File: config.mk
export PLATFORM = sky130hd
export DESIGN_NAME = voice_activity_detector
export DESIGN_NICKNAME = d
export VERILOG_FILES = /design/src/hdl/vad_pkg.sv /design/src/hdl/vad_div.sv /design/src/hdl/voice_activity_detector.sv
export SDC_FILE = /design/constraint.sdc
export NUM_CORES = 2
export LEC_CHECK = 0
export BUFFER_PORTS_ARGS = -buffer_cell sky130_fd_sc_hd__buf_4
export CAP_MARGIN = 20
export CORE_MARGIN = 1
export CORE_UTILIZATION = 47
export DETAILED_ROUTE_END_ITERATION = 10
export PLACE_DENSITY = 0.69
export SYNTH_ARGS = -nofsm -noshare
export SYNTH_HDL_FRONTEND = slang
export SYNTH_SLANG_ARGS = --single-unit
File: constraint.sdc
create_clock -name clk -period 29.3 [get_ports clk]
set_input_delay 2.93 -clock clk [delete_from_list [all_inputs] [get_ports clk]]
set_output_delay 2.93 -clock clk [all_outputs]
set_load 0.02 [all_outputs]
File: src/hdl/vad_pkg.sv
// Shared constants and types for the voice activity detector.
// Depends on nothing; the top level refers to it by scoped names.
package vad_pkg;

  // Field widths of the sample and result words.
  localparam int SAMPLE_W    = 16;
  localparam int MAG_W       = 17;
  localparam int SQUARE_W    = 31;
  localparam int ENERGY_W    = 31;
  localparam int FLEN_W      = 13;
  localparam int RATE_W      = 16;
  localparam int CONF_W      = 9;
  localparam int CROSS_OUT_W = 12;
  localparam int COUNT_W     = 32;

  // Configuration port geometry.
  localparam int CFG_DATA_W = 32;
  localparam int CFG_ADDR_W = 4;

  // Register indexes, taken from the word address.
  typedef enum logic [1:0] {
    REG_FRAME_LENGTH     = 2'd0,
    REG_ENERGY_THRESHOLD = 2'd1,
    REG_RATE_LOW         = 2'd2,
    REG_RATE_HIGH        = 2'd3
  } reg_idx_t;

  // Register values after reset.
  localparam logic [FLEN_W-1:0]   FRAME_LENGTH_RST = 13'd256;
  localparam logic [ENERGY_W-1:0] THRESHOLD_RST    = 31'd10737418;
  localparam logic [RATE_W-1:0]   RATE_LOW_RST     = 16'd6554;
  localparam logic [RATE_W-1:0]   RATE_HIGH_RST    = 16'd19661;

  // Shortest frame that is honoured.
  localparam int FRAME_MIN = 2;

  // Confidence of a voice frame: 1.0 in Q1.8.
  localparam logic [CONF_W-1:0] CONF_ONE = 9'd256;

  // Saturation value of the frame counters.
  localparam logic [COUNT_W-1:0] COUNT_MAX = 32'hFFFF_FFFF;

  // Sequencer states of the top level.
  typedef enum logic [3:0] {
    ST_ACC  = 4'b0001,
    ST_DIV  = 4'b0010,
    ST_HIST = 4'b0100,
    ST_DEC  = 4'b1000
  } state_t;

endpackage

File: src/hdl/vad_div.sv
// Restoring divider, one quotient bit per cycle, used for the frame mean energy.
// Stand-alone; instantiated by the voice activity detector top level.
module vad_div #(
  parameter int DW = 43,
  parameter int VW = 13
) (
  input  logic          clk,
  input  logic          rst_n,
  input  logic          start,
  input  logic [DW-1:0] dividend,
  input  logic [VW-1:0] divisor,
  output logic          done,
  output logic [DW-1:0] quotient
);

  localparam int KW = $clog2(DW + 1);

  logic [DW-1:0] quo_r;
  logic [VW-1:0] rem_r;
  logic [VW-1:0] dvs_r;
  logic [KW-1:0] cnt_r;
  logic          done_r;

  logic [VW:0]   trial;
  logic [VW:0]   diff;
  logic          ge;
  logic [VW-1:0] rem_nxt;

  // One trial subtraction per step; the remainder always stays below the divisor.
  always_comb begin
    trial   = {rem_r, quo_r[DW-1]};
    ge      = trial >= {1'b0, dvs_r};
    diff    = trial - {1'b0, dvs_r};
    rem_nxt = ge ? diff[VW-1:0] : trial[VW-1:0];
  end

  // Step counter and completion pulse.
  always_ff @(posedge clk) begin
    if (!rst_n) begin
      cnt_r  <= '0;
      done_r <= 1'b0;
    end else begin
      done_r <= 1'b0;
      if (start) begin
        cnt_r <= KW'(DW);
      end else if (cnt_r != '0) begin
        cnt_r <= cnt_r - 1'b1;
        if (cnt_r == KW'(1)) begin
          done_r <= 1'b1;
        end
      end
    end
  end

  // Dividend shifts out at the top while quotient bits enter at the bottom.
  always_ff @(posedge clk) begin
    if (start) begin
      quo_r <= dividend;
      rem_r <= '0;
      dvs_r <= divisor;
    end else if (cnt_r != '0) begin
      quo_r <= {quo_r[DW-2:0], ge};
      rem_r <= rem_nxt;
    end
  end

  assign done     = done_r;
  assign quotient = quo_r;

endmodule

File: src/hdl/voice_activity_detector.sv
// Voice activity detector top level: frame accumulation, history memory and decision.
// Depends on vad_pkg and vad_div.
// Usage. Samples arrive on the in_ channel as signed 16-bit words and are
// accepted at an edge where in_valid is high and in_stall low. Every
// frame_length samples, clamped to FRAME_MIN..MAX_FRAME, the block issues one
// result word on the out_ channel: the voice flag, its confidence, the mean
// frame energy, the crossing count and the two saturating frame counters.
// Throughput: one sample per cycle within a frame. The last sample of a frame
// starts a bit-serial divider of SW = clog2(MAX_FRAME+1)+30 steps (43 at the
// default MAX_FRAME), followed by the history read-modify-write state and the
// decision state; in_stall stays high from that sample until the decision
// state has loaded the result word into the output register.
// The result sits in an output register; while the receiver stalls it holds
// and samples of the next frame are still accepted. Only the decision of a
// second frame waits for that register to empty.
// Reset (rst_n low, synchronous) restores the register defaults, clears the
// frame accumulators and counters, and marks every history entry empty, so
// empty entries read as zero energy. APB registers lie at 0x0, 0x4, 0x8, 0xC.
module voice_activity_detector #(
  parameter int HISTORY_DEPTH = 16,
  parameter int MAX_FRAME     = 4096
) (
  input  logic                                  clk,
  input  logic                                  rst_n,
  // Sample channel.
  input  logic                                  in_valid,
  output logic                                  in_stall,
  input  logic signed [vad_pkg::SAMPLE_W-1:0]   in_sample,
  // Result channel.
  output logic                                  out_valid,
  input  logic                                  out_stall,
  output logic                                  out_voice_active,
  output logic [vad_pkg::CONF_W-1:0]            out_confidence,
  output logic [vad_pkg::ENERGY_W-1:0]          out_frame_energy,
  output logic [vad_pkg::CROSS_OUT_W-1:0]       out_crossing_count,
  output logic [vad_pkg::COUNT_W-1:0]           out_voice_frames,
  output logic [vad_pkg::COUNT_W-1:0]           out_silence_frames,
  // Configuration port.
  input  logic                                  cfg_psel,
  input  logic                                  cfg_penable,
  input  logic                                  cfg_pwrite,
  input  logic [vad_pkg::CFG_ADDR_W-1:0]        cfg_paddr,
  input  logic [vad_pkg::CFG_DATA_W-1:0]        cfg_pwdata,
  output logic [vad_pkg::CFG_DATA_W-1:0]        cfg_prdata,
  output logic                                  cfg_pready
);

  localparam int CW   = $clog2(MAX_FRAME);
  localparam int NW   = $clog2(MAX_FRAME + 1);
  localparam int SW   = NW + 30;
  localparam int LW   = (NW > vad_pkg::FLEN_W) ? NW : vad_pkg::FLEN_W;
  localparam int HW   = $clog2(HISTORY_DEPTH);
  localparam int TW   = $clog2(HISTORY_DEPTH + 1) + 30;
  localparam int PW   = CW + vad_pkg::RATE_W;
  localparam int CXW  = (CW > vad_pkg::CROSS_OUT_W) ? CW : vad_pkg::CROSS_OUT_W;
  localparam int EW   = vad_pkg::ENERGY_W;

  // ---------------------------------------------------------------------------
  // Configuration registers
  // ---------------------------------------------------------------------------
  logic [vad_pkg::FLEN_W-1:0] frame_length_r;
  logic [EW-1:0]              threshold_r;
  logic [vad_pkg::RATE_W-1:0] rate_low_r;
  logic [vad_pkg::RATE_W-1:0] rate_high_r;

  logic              cfg_wr;
  vad_pkg::reg_idx_t cfg_idx;

  assign cfg_wr     = cfg_psel && cfg_penable && cfg_pwrite;
  assign cfg_idx    = vad_pkg::reg_idx_t'(cfg_paddr[3:2]);
  assign cfg_pready = 1'b1;

  // Register writes.
  always_ff @(posedge clk) begin
    if (!rst_n) begin
      frame_length_r <= vad_pkg::FRAME_LENGTH_RST;
      threshold_r    <= vad_pkg::THRESHOLD_RST;
      rate_low_r     <= vad_pkg::RATE_LOW_RST;
      rate_high_r    <= vad_pkg::RATE_HIGH_RST;
    end else if (cfg_wr) begin
      unique case (cfg_idx)
        vad_pkg::REG_FRAME_LENGTH:     frame_length_r <= cfg_pwdata[vad_pkg::FLEN_W-1:0];
        vad_pkg::REG_ENERGY_THRESHOLD: threshold_r    <= cfg_pwdata[EW-1:0];
        vad_pkg::REG_RATE_LOW:         rate_low_r     <= cfg_pwdata[vad_pkg::RATE_W-1:0];
        vad_pkg::REG_RATE_HIGH:        rate_high_r    <= cfg_pwdata[vad_pkg::RATE_W-1:0];
        default: ;
      endcase
    end
  end

  // Register read-back.
  always_comb begin
    unique case (cfg_idx)
      vad_pkg::REG_FRAME_LENGTH:     cfg_prdata = vad_pkg::CFG_DATA_W'(frame_length_r);
      vad_pkg::REG_ENERGY_THRESHOLD: cfg_prdata = vad_pkg::CFG_DATA_W'(threshold_r);
      vad_pkg::REG_RATE_LOW:         cfg_prdata = vad_pkg::CFG_DATA_W'(rate_low_r);
      vad_pkg::REG_RATE_HIGH:        cfg_prdata = vad_pkg::CFG_DATA_W'(rate_high_r);
      default:                       cfg_prdata = '0;
    endcase
  end

  // ---------------------------------------------------------------------------
  // Sequencer
  // ---------------------------------------------------------------------------
  vad_pkg::state_t state_r;
  vad_pkg::state_t state_nxt;

  logic in_fire;
  logic out_free;
  logic frame_end;
  logic div_done;

  assign in_stall = (state_r != vad_pkg::ST_ACC);
  assign in_fire  = in_valid && !in_stall;
  assign out_free = !out_valid || !out_stall;

  always_comb begin
    unique case (state_r)
      vad_pkg::ST_ACC:  state_nxt = (in_fire && frame_end) ? vad_pkg::ST_DIV : vad_pkg::ST_ACC;
      vad_pkg::ST_DIV:  state_nxt = div_done ? vad_pkg::ST_HIST : vad_pkg::ST_DIV;
      vad_pkg::ST_HIST: state_nxt = vad_pkg::ST_DEC;
      vad_pkg::ST_DEC:  state_nxt = out_free ? vad_pkg::ST_ACC : vad_pkg::ST_DEC;
      default:          state_nxt = vad_pkg::ST_ACC;
    endcase
  end

  always_ff @(posedge clk) begin
    if (!rst_n) begin
      state_r <= vad_pkg::ST_ACC;
    end else begin
      state_r <= state_nxt;
    end
  end

  // ---------------------------------------------------------------------------
  // Frame accumulation
  // ---------------------------------------------------------------------------
  logic [CW-1:0] pos_r;
  logic          prev_neg_r;
  logic [SW-1:0] sum_r;
  logic [CW-1:0] cross_r;

  logic                        neg;
  logic [vad_pkg::MAG_W-1:0]   mag;
  logic [vad_pkg::SQUARE_W-1:0] sq;
  logic [SW-1:0]               sum_add;
  logic [CW-1:0]               cross_add;
  logic [NW-1:0]               n_cur;
  logic [LW-1:0]               flen_ext;
  logic [LW-1:0]               eff_len;

  // Magnitude, square and sign change of the incoming word.
  always_comb begin
    neg       = in_sample[vad_pkg::SAMPLE_W-1];
    mag       = neg ? vad_pkg::MAG_W'(-$signed({in_sample[vad_pkg::SAMPLE_W-1], in_sample}))
                    : vad_pkg::MAG_W'(in_sample);
    sq        = vad_pkg::SQUARE_W'(mag) * vad_pkg::SQUARE_W'(mag);
    sum_add   = sum_r + SW'(sq);
    cross_add = ((pos_r != '0) && (neg != prev_neg_r)) ? cross_r + 1'b1 : cross_r;
    n_cur     = NW'(pos_r) + 1'b1;
  end

  // Effective frame length, clamped to the supported range.
  always_comb begin
    flen_ext = LW'(frame_length_r);
    if (flen_ext < LW'(vad_pkg::FRAME_MIN)) begin
      eff_len = LW'(vad_pkg::FRAME_MIN);
    end else if (flen_ext > LW'(MAX_FRAME)) begin
      eff_len = LW'(MAX_FRAME);
    end else begin
      eff_len = flen_ext;
    end
    frame_end = LW'(n_cur) >= eff_len;
  end

  always_ff @(posedge clk) begin
    if (!rst_n) begin
      pos_r      <= '0;
      prev_neg_r <= 1'b0;
      sum_r      <= '0;
      cross_r    <= '0;
    end else if (in_fire) begin
      if (frame_end) begin
        pos_r      <= '0;
        prev_neg_r <= 1'b0;
        sum_r      <= '0;
        cross_r    <= '0;
      end else begin
        pos_r      <= CW'(n_cur);
        prev_neg_r <= neg;
        sum_r      <= sum_add;
        cross_r    <= cross_add;
      end
    end
  end

  // Frame-end figures held for the decision.
  logic [CW-1:0] span_r;
  logic [CW-1:0] cross_fin_r;

  always_ff @(posedge clk) begin
    if (in_fire && frame_end) begin
      span_r      <= pos_r;
      cross_fin_r <= cross_add;
    end
  end

  // ---------------------------------------------------------------------------
  // Mean energy divider
  // ---------------------------------------------------------------------------
  logic          div_start;
  logic [SW-1:0] div_quo;
  logic [EW-1:0] energy_r;

  assign div_start = in_fire && frame_end;

  vad_div #(
    .DW (SW),
    .VW (NW)
  ) u_div (
    .clk      (clk),
    .rst_n    (rst_n),
    .start    (div_start),
    .dividend (sum_add),
    .divisor  (n_cur),
    .done     (div_done),
    .quotient (div_quo)
  );

  // Crossing-rate bounds scaled by the span, worked out while the divider runs.
  logic [PW-1:0] prod_lo_r;
  logic [PW-1:0] prod_hi_r;

  always_ff @(posedge clk) begin
    if (state_r == vad_pkg::ST_DIV) begin
      prod_lo_r <= PW'(rate_low_r) * PW'(span_r);
      prod_hi_r <= PW'(rate_high_r) * PW'(span_r);
      if (div_done) begin
        energy_r <= div_quo[EW-1:0];
      end
    end
  end

  // ---------------------------------------------------------------------------
  // Energy history memory and running total
  // ---------------------------------------------------------------------------
  // The old entry is read when the frame ends and replaced in ST_HIST. The
  // sequencer handles one frame at a time, so the read and write of one entry
  // never overlap with another frame's access.
  logic [EW-1:0]            hist_mem [HISTORY_DEPTH];
  logic [EW-1:0]            rd_data_r;
  logic [HISTORY_DEPTH-1:0] hist_valid_r;
  logic [HW-1:0]            slot_r;
  logic [TW-1:0]            total_r;
  logic [TW-1:0]            total_nxt;
  logic [TW-1:0]            bg_prod_r;
  logic [EW-1:0]            old_energy;
  logic                     mem_we;

  assign mem_we = (state_r == vad_pkg::ST_HIST);

  always_ff @(posedge clk) begin
    if (mem_we) begin
      hist_mem[slot_r] <= energy_r;
    end
    if (div_start) begin
      rd_data_r <= hist_mem[slot_r];
    end
  end

  // An entry never written since reset counts as zero energy.
  always_comb begin
    old_energy = hist_valid_r[slot_r] ? rd_data_r : '0;
    total_nxt  = total_r - TW'(old_energy) + TW'(energy_r);
  end

  always_ff @(posedge clk) begin
    if (!rst_n) begin
      hist_valid_r <= '0;
      slot_r       <= '0;
      total_r      <= '0;
    end else if (mem_we) begin
      hist_valid_r[slot_r] <= 1'b1;
      slot_r               <= (slot_r == HW'(HISTORY_DEPTH - 1)) ? '0 : slot_r + 1'b1;
      total_r              <= total_nxt;
    end
  end

  always_ff @(posedge clk) begin
    if (mem_we) begin
      bg_prod_r <= TW'(energy_r) * TW'(HISTORY_DEPTH);
    end
  end

  // ---------------------------------------------------------------------------
  // Decision, counters and output register
  // ---------------------------------------------------------------------------
  logic          loud;
  logic          rate_ok;
  logic          above_bg;
  logic          active;
  logic          out_load;
  logic [PW-1:0] cross_scaled;

  always_comb begin
    cross_scaled = {cross_fin_r, {vad_pkg::RATE_W{1'b0}}};
    loud         = energy_r > threshold_r;
    rate_ok      = (cross_scaled > prod_lo_r) && (cross_scaled < prod_hi_r);
    above_bg     = {1'b0, bg_prod_r} > {total_r, 1'b0};
    active       = loud && rate_ok && above_bg;
    out_load     = (state_r == vad_pkg::ST_DEC) && out_free;
  end

  logic [vad_pkg::COUNT_W-1:0] voice_cnt_r;
  logic [vad_pkg::COUNT_W-1:0] silence_cnt_r;
  logic [vad_pkg::COUNT_W-1:0] voice_cnt_nxt;
  logic [vad_pkg::COUNT_W-1:0] silence_cnt_nxt;

  // Saturating frame counters.
  always_comb begin
    voice_cnt_nxt   = voice_cnt_r;
    silence_cnt_nxt = silence_cnt_r;
    if (active) begin
      if (voice_cnt_r != vad_pkg::COUNT_MAX) begin
        voice_cnt_nxt = voice_cnt_r + 1'b1;
      end
    end else begin
      if (silence_cnt_r != vad_pkg::COUNT_MAX) begin
        silence_cnt_nxt = silence_cnt_r + 1'b1;
      end
    end
  end

  always_ff @(posedge clk) begin
    if (!rst_n) begin
      voice_cnt_r   <= '0;
      silence_cnt_r <= '0;
    end else if (out_load) begin
      voice_cnt_r   <= voice_cnt_nxt;
      silence_cnt_r <= silence_cnt_nxt;
    end
  end

  // Output word valid flag.
  logic out_valid_r;

  always_ff @(posedge clk) begin
    if (!rst_n) begin
      out_valid_r <= 1'b0;
    end else if (out_load) begin
      out_valid_r <= 1'b1;
    end else if (out_valid_r && !out_stall) begin
      out_valid_r <= 1'b0;
    end
  end

  // Output word payload.
  logic                            out_active_r;
  logic [vad_pkg::CONF_W-1:0]      out_conf_r;
  logic [EW-1:0]                   out_energy_r;
  logic [vad_pkg::CROSS_OUT_W-1:0] out_cross_r;
  logic [vad_pkg::COUNT_W-1:0]     out_voice_r;
  logic [vad_pkg::COUNT_W-1:0]     out_silence_r;
  logic [CXW-1:0]                  cross_wide;

  assign cross_wide = CXW'(cross_fin_r);

  always_ff @(posedge clk) begin
    if (out_load) begin
      out_active_r  <= active;
      out_conf_r    <= active ? vad_pkg::CONF_ONE : '0;
      out_energy_r  <= energy_r;
      out_cross_r   <= cross_wide[vad_pkg::CROSS_OUT_W-1:0];
      out_voice_r   <= voice_cnt_nxt;
      out_silence_r <= silence_cnt_nxt;
    end
  end

  assign out_valid          = out_valid_r;
  assign out_voice_active   = out_active_r;
  assign out_confidence     = out_conf_r;
  assign out_frame_energy   = out_energy_r;
  assign out_crossing_count = out_cross_r;
  assign out_voice_frames   = out_voice_r;
  assign out_silence_frames = out_silence_r;

endmodule

* Word-level counts from Yosys, hierarchy flattened *
Memory sizes are Yosys's and may differ from the RTL's. A register that Yosys moved wholly into a read port is not among the register bits.
Index checks and enable logic that the tools add are counted.

word-level totals
  memories = 1
  bits of input ports = 59
  word-level logic and storage cells = 135
  output and inout port bits = 152
  memory bits (writable) = 496
  register bits = 603

memory list
  memory    depth  width  read ports  clocked after Yosys merged registers in  wr ports  line                            RTL
  hist_mem  16     31     1           1                                        1         voice_activity_detector.sv:250  logic [EW-1:0] hist_mem [HISTORY_DEPTH];

cells by class
  order comparisons = 10
  $add $sub $neg = 11
  bitwise operators = 3
  multiply operators = 3
  muxes and demuxes = 34
  equal/unequal tests = 13
  reduce and logical (&&, ||, !) cells = 27

operator list
  cell                                           number
  two-way mux 43 bit                             3
  two-way mux 32 bit                             4
  one-hot mux 32 bit (4 select lines)            1
  adder 32 x 1 -> 32 bit, second input constant  2
  inequality test 32 bit, second input constant  2
  multiplier 16 x 12 -> 28 bit                   2
  adder 43 x 31 -> 43 bit                        1
  two-way mux 13 bit                             3
  > comparator 35 x 36 -> 1 bit                  1
  two-way mux 12 bit                             3
  adder 35 x 31 -> 35 bit                        1
  subtractor 35 x 31 -> 35 bit                   1
  > comparator 31 bit                            1
  multiplier 17 x 17 -> 31 bit                   1
  two-way mux 31 bit                             1
  > comparator 28 bit                            1
  < comparator 28 bit                            1
  two-way mux 17 bit                             1
  negator 16 -> 17 bit                           1
  OR 16 bit                                      1
  one-hot mux 4 bit (4 select lines)             1
  >= comparator 14 x 13 -> 1 bit                 1
  adder 12 x 1 -> 13 bit, second input constant  1
  >= comparator 13 bit                           1
  36 further kinds                               65

* Logic depth before layout (Yosys ltp) *
  depth in word-level cells = 7
  depth in mapped cells = 45
  gate-level depth less buffers = 43

* Cells and area by module *
Synthesis repeated with hierarchy kept, for this count alone.

unflattened totals
  cells, all modules = 6131
  area total of the unflattened synthesis = 70151.0 µm²

by module, submodules not included
  module                   area an instance (µm²)  times used  sequential area each (µm²)  cells each
  voice_activity_detector  66308.6                 1           28697.5                     5812
  vad_div                  3842.4                  1           2082.0                      319

* Worst setup path before layout *
Ideal clock, no wire load.

  path kind = input-to-reg
  from = input in_sample[0] (netlist bit)
  to = register sum_r[41]
  library setup time = 0.074 ns
  path buffers = 2
  setup slack = 16.660 ns
  data arrival time = 12.566 ns
  data required time = 29.226 ns
  stages = 38
  path through = buf_2 -> nor3_1 -> nand2_1 -> or3_1 -> or3_1 -> or3_1 -> or4b_1 -> buf_2 -> nor2_1 -> inv_1 -> fa_1 -> inv_1 -> fa_1 -> fa_1 -> fa_1 -> fa_1 -> inv_1 -> fa_1 -> (+2 left out) -> a21o_1 -> a21oi_1 -> nor2b_1 -> a31oi_1 -> inv_1 -> a41o_1 -> or2_2 -> a21o_1 -> a31oi_1 -> xnor2_1 -> ha_1 -> nand3_1 -> or3b_2 -> o31ai_2 -> o2bb2ai_2 -> or3b_4 -> or3_1 -> a31oi_1

between the ends
  cells in the longest elaborated chain, start to end = 5

ends and longest elaborated chain
  item                            line                            RTL
  from (decl)                     voice_activity_detector.sv:28   input logic signed [vad_pkg::SAMPLE_W-1:0] in_sample,
  negator 16 -> 17 bit            voice_activity_detector.sv:155  mag = neg ? vad_pkg::MAG_W'(-$signed({in_sample[vad_pkg::SAMPLE_W-1], in_sample}))
  two-way mux 17 bit *            voice_activity_detector.sv:155
  multiplier 17 x 17 -> 31 bit *  voice_activity_detector.sv:157  sq = vad_pkg::SQUARE_W'(mag) * vad_pkg::SQUARE_W'(mag);
  adder 43 x 31 -> 43 bit *       voice_activity_detector.sv:158  sum_add = sum_r + SW'(sq);
  two-way mux 43 bit *            voice_activity_detector.sv:183  if (frame_end) begin
  to (signal assigned)            voice_activity_detector.sv:191  sum_r <= sum_add;
  to (decl)                       voice_activity_detector.sv:140  logic [SW-1:0] sum_r;

Every way passes the cells marked *; elsewhere a longest branch is shown, timed or not.
A chain may end at the register's enable or synchronous reset.

* Final worst setup path *
Ends and elaborated chain as after synthesis.

==> metrics.md <==
| Metric | Value |
|---|---|
| CP Capture Type | register |
| Global placement routability congestion | 0.883 |
| PostCTS Resize Cnt | 0 |
| RR Endpoint | prod_hi_r[27] |
| Worst Max-Slew Pin Slew | 1080 ps |
| Worst Path Max Fanout | 10 |
| Layout cell share with drive strength beyond 1 | 0.113 |
| DRT Pass-1 Iters | 6 |
| Initial antenna violation count | 6 |
| Relative slew slack | 0.275 |
| Most frequent CP cell | inv_1 |
| Req. time, crit path | 29950 ps |
| Synth cell types | 93 |
| Worst min-delay path class | reg -> reg |
| Status | finished, final reports clean |
| Fin crit period | 13130 ps |
| Clock skew | 42.1 ps |
| Largest net degree at the start of global routing | 79 |
| Setup TNS | 0 ps |
| Startpoint Class | input port |
| Die Wd | 388 um |
| CP endpoint | sum_r[41] |
| Nets | 7327 |
| Yosys top cell by area | edfxtp_1 |
| Final count of negative-setup-slack endpoints | 0 |
| Worst r2r path cells | 20 |
| Vias per cell | 5.52 |
| Antenna Nets Post-Route | 0 |
| R2r startpoint | rate_high_r[6] |
| Largest family of logic cells by synthesized area | adder cells |
| Synth Area in Compound Gates | 0.0677 |
| Fill count | 12600 |
| Dominant synthesized flop cell | edfxtp_1 |
| Total Wirelength | 169000 um |
| TritonCTS clock tree | done |
| RSZ-0062 raised after global routing | no |
| Share of the synthesized area in the top cell type | 0.357 |
| IO Pins | 211 |
| Most common cell in the netlist | edfxtp_1 |
| Final core utilization | 0.527 |
| Clk_lat worst skew | 740 ps |
| Crit Path Category | in -> reg |
| Post-synthesis area per instance | 11.4 um2 |
| Area grow syn2layout | 11.2% |
| Final Cell Area | 77900 um2 |
| Synth Area in Simple Gates | 0.121 |
| Hold Buf Count CTS | 0 |
| Placed cell area | 73900 um2 |
| Vias post-DR | 46200 |
| Root buf cell | clkbuf_16 |
| Core Area | 148000 um2 |
| Die height | 388 um |
| Grt total ovfl | 0 |
| H-tree depth | 3 |
| DRC | 0 |
| Vias in the first global route | 47500 |
| Post-Synth Adder-Cell Area | 0.218 |
| Sequential share of the synthesized area | 0.439 |
| Slew Limit Fails | 0 |
| Hpwl dp | 117000 um |
| Peak Freq | 76.2 MHz |
| CTS max path bufs | 3 |
| Post-CTS setup buffer count | 0 |
| First-pass GRT wire length | 267000 um |
| R2r setup slk | 22420 ps |
| Max incr delay on CP | 750 ps |
| DR WL/cell | 20.2 um |
| CTS Buf Count | 116 |
| Area of the die | 151000 um2 |
| Reg clk slew, reported paths | 60 ps |
| Top cells by area, synth | edfxtp_1, fa_1, dfxtp_1, ha_1, mux4_2 |
| Post-synth EDFFs | 833 |
| Mapped Cells | 6162 |
| MaxCap Viol Count | 0 |
| Fin crit share | 0.448 |
| CP max stage cell | xor2_1 |
| Yosys warns | 0 |
| # rows | 141 |
| Tot GR Track Use | 0.227 |
| 1st-iter DRT viols | 3349 |
| Yosys reg bits | 1121 |
| Post-synthesis mux area share | 0.0613 |
| Post-synth top cells | edfxtp_1, nand2_1, inv_1 |
| Worst hold slack | 448 ps |
| Synthesized area | 70000 um2 |
| Worst setup startpoint | in_sample[0] |
| Worst path arrival time | 13780 ps |
| Clock tree sinks | 1121 |
| Hold Vio Cnt, Final | 0 |
| Initial Util | 0.474 |
| Synth Area in XOR/XNOR | 0.0350 |
| IO Port Bufs | 197 |
| Post-synthesis async set-or-reset flop share | 0 |
## cells in the final DEF, fill, tap and decap left out, drive strengths merged, types with 186 or more instances in the layout
master	netlist	final
nor2	300	300
a21oi	287	287
buf	44	288
ha	424	424
and2	186	186
dfxtp	288	288
inv	792	806
fa	498	498
nand2	820	820
edfxtp	833	833
## final cells by class
| type | count | area [um2] | share of cell area |
|---|---|---|---|
| diodes | 1 | 2.50 | 0.0000321 |
| clock buffers | 152 | 3160 | 0.0406 |
| clock inverters | 69 | 802 | 0.0103 |
| inverters | 795 | 3000 | 0.0385 |
| multi-input cells | 4024 | 35500 | 0.456 |
| flip-flops and latches | 1121 | 30800 | 0.395 |
| well taps | 1930 | 2410 | 0.0310 |
| repair buffers | 288 | 2180 | 0.0280 |
## per-layer routing
layer | vias up | global-route usage | part of all wire
li1 | 21300 | - | -
met5 | - | 0 | 0
met3 | 257 | 0.0254 | 0.057
met2 | 1371 | 0.395 | 0.50
met4 | 0 | 0.0671 | 0.026
met1 | 23300 | 0.298 | 0.42
## worst min path at each step
stage                     slack [ps]      endpoint  cells after the start                from
after floorplan                  410     span_r[3]                      0            pos_r[3]
after global placement           430   energy_r[7]                      0   u_div.quotient[7]
after detailed placement         440  energy_r[10]                      0  u_div.quotient[10]
after CTS                        450  energy_r[10]                      0  u_div.quotient[10]
after global routing             460  energy_r[10]                      0  u_div.quotient[10]
final                            450   energy_r[4]                      0   u_div.quotient[4]
## critical path, delay by kind of cell
family,cells,cell delay [ps]
simple gates,10,2650
compound gates,11,2570
buf+inv,9,980
xor+xnor,2,850
fa+ha+maj,9,3780
## flip-flops by register name (all words and copies together), names as in the netlist, 31 cells and up
register	count
out_voice_frames	32
bg_prod_r	31
rd_data_r	31
energy_r	31
hist_mem	496
threshold_r	31
total_r	35
u_div.quotient	43
out_frame_energy	31
sum_r	43
out_silence_frames	32
voice_cnt_r	32
silence_cnt_r	32
## logic make-up after synthesis
family | after synthesis
AO/OA/AOI/OAI | 752
XOR/XNOR | 278
adder cells (fa/ha/maj) | 922
buffers and inverters | 1059
flip-flops | 1121
multiplexers | 212
other | 2
AND/OR/NAND/NOR | 1816
## metrics by stage
step	cells	worst slack, ps
after floorplan	6204	16660
final	8380	16170
after detailed placement	8156	15410
after global placement	8156	15490
after global routing	8379	15440
after CTS	8377	16180
Power is left out: the tool's default activity adds up to more than one toggle a clock period on the data nets, which glitch-free logic cannot reach.
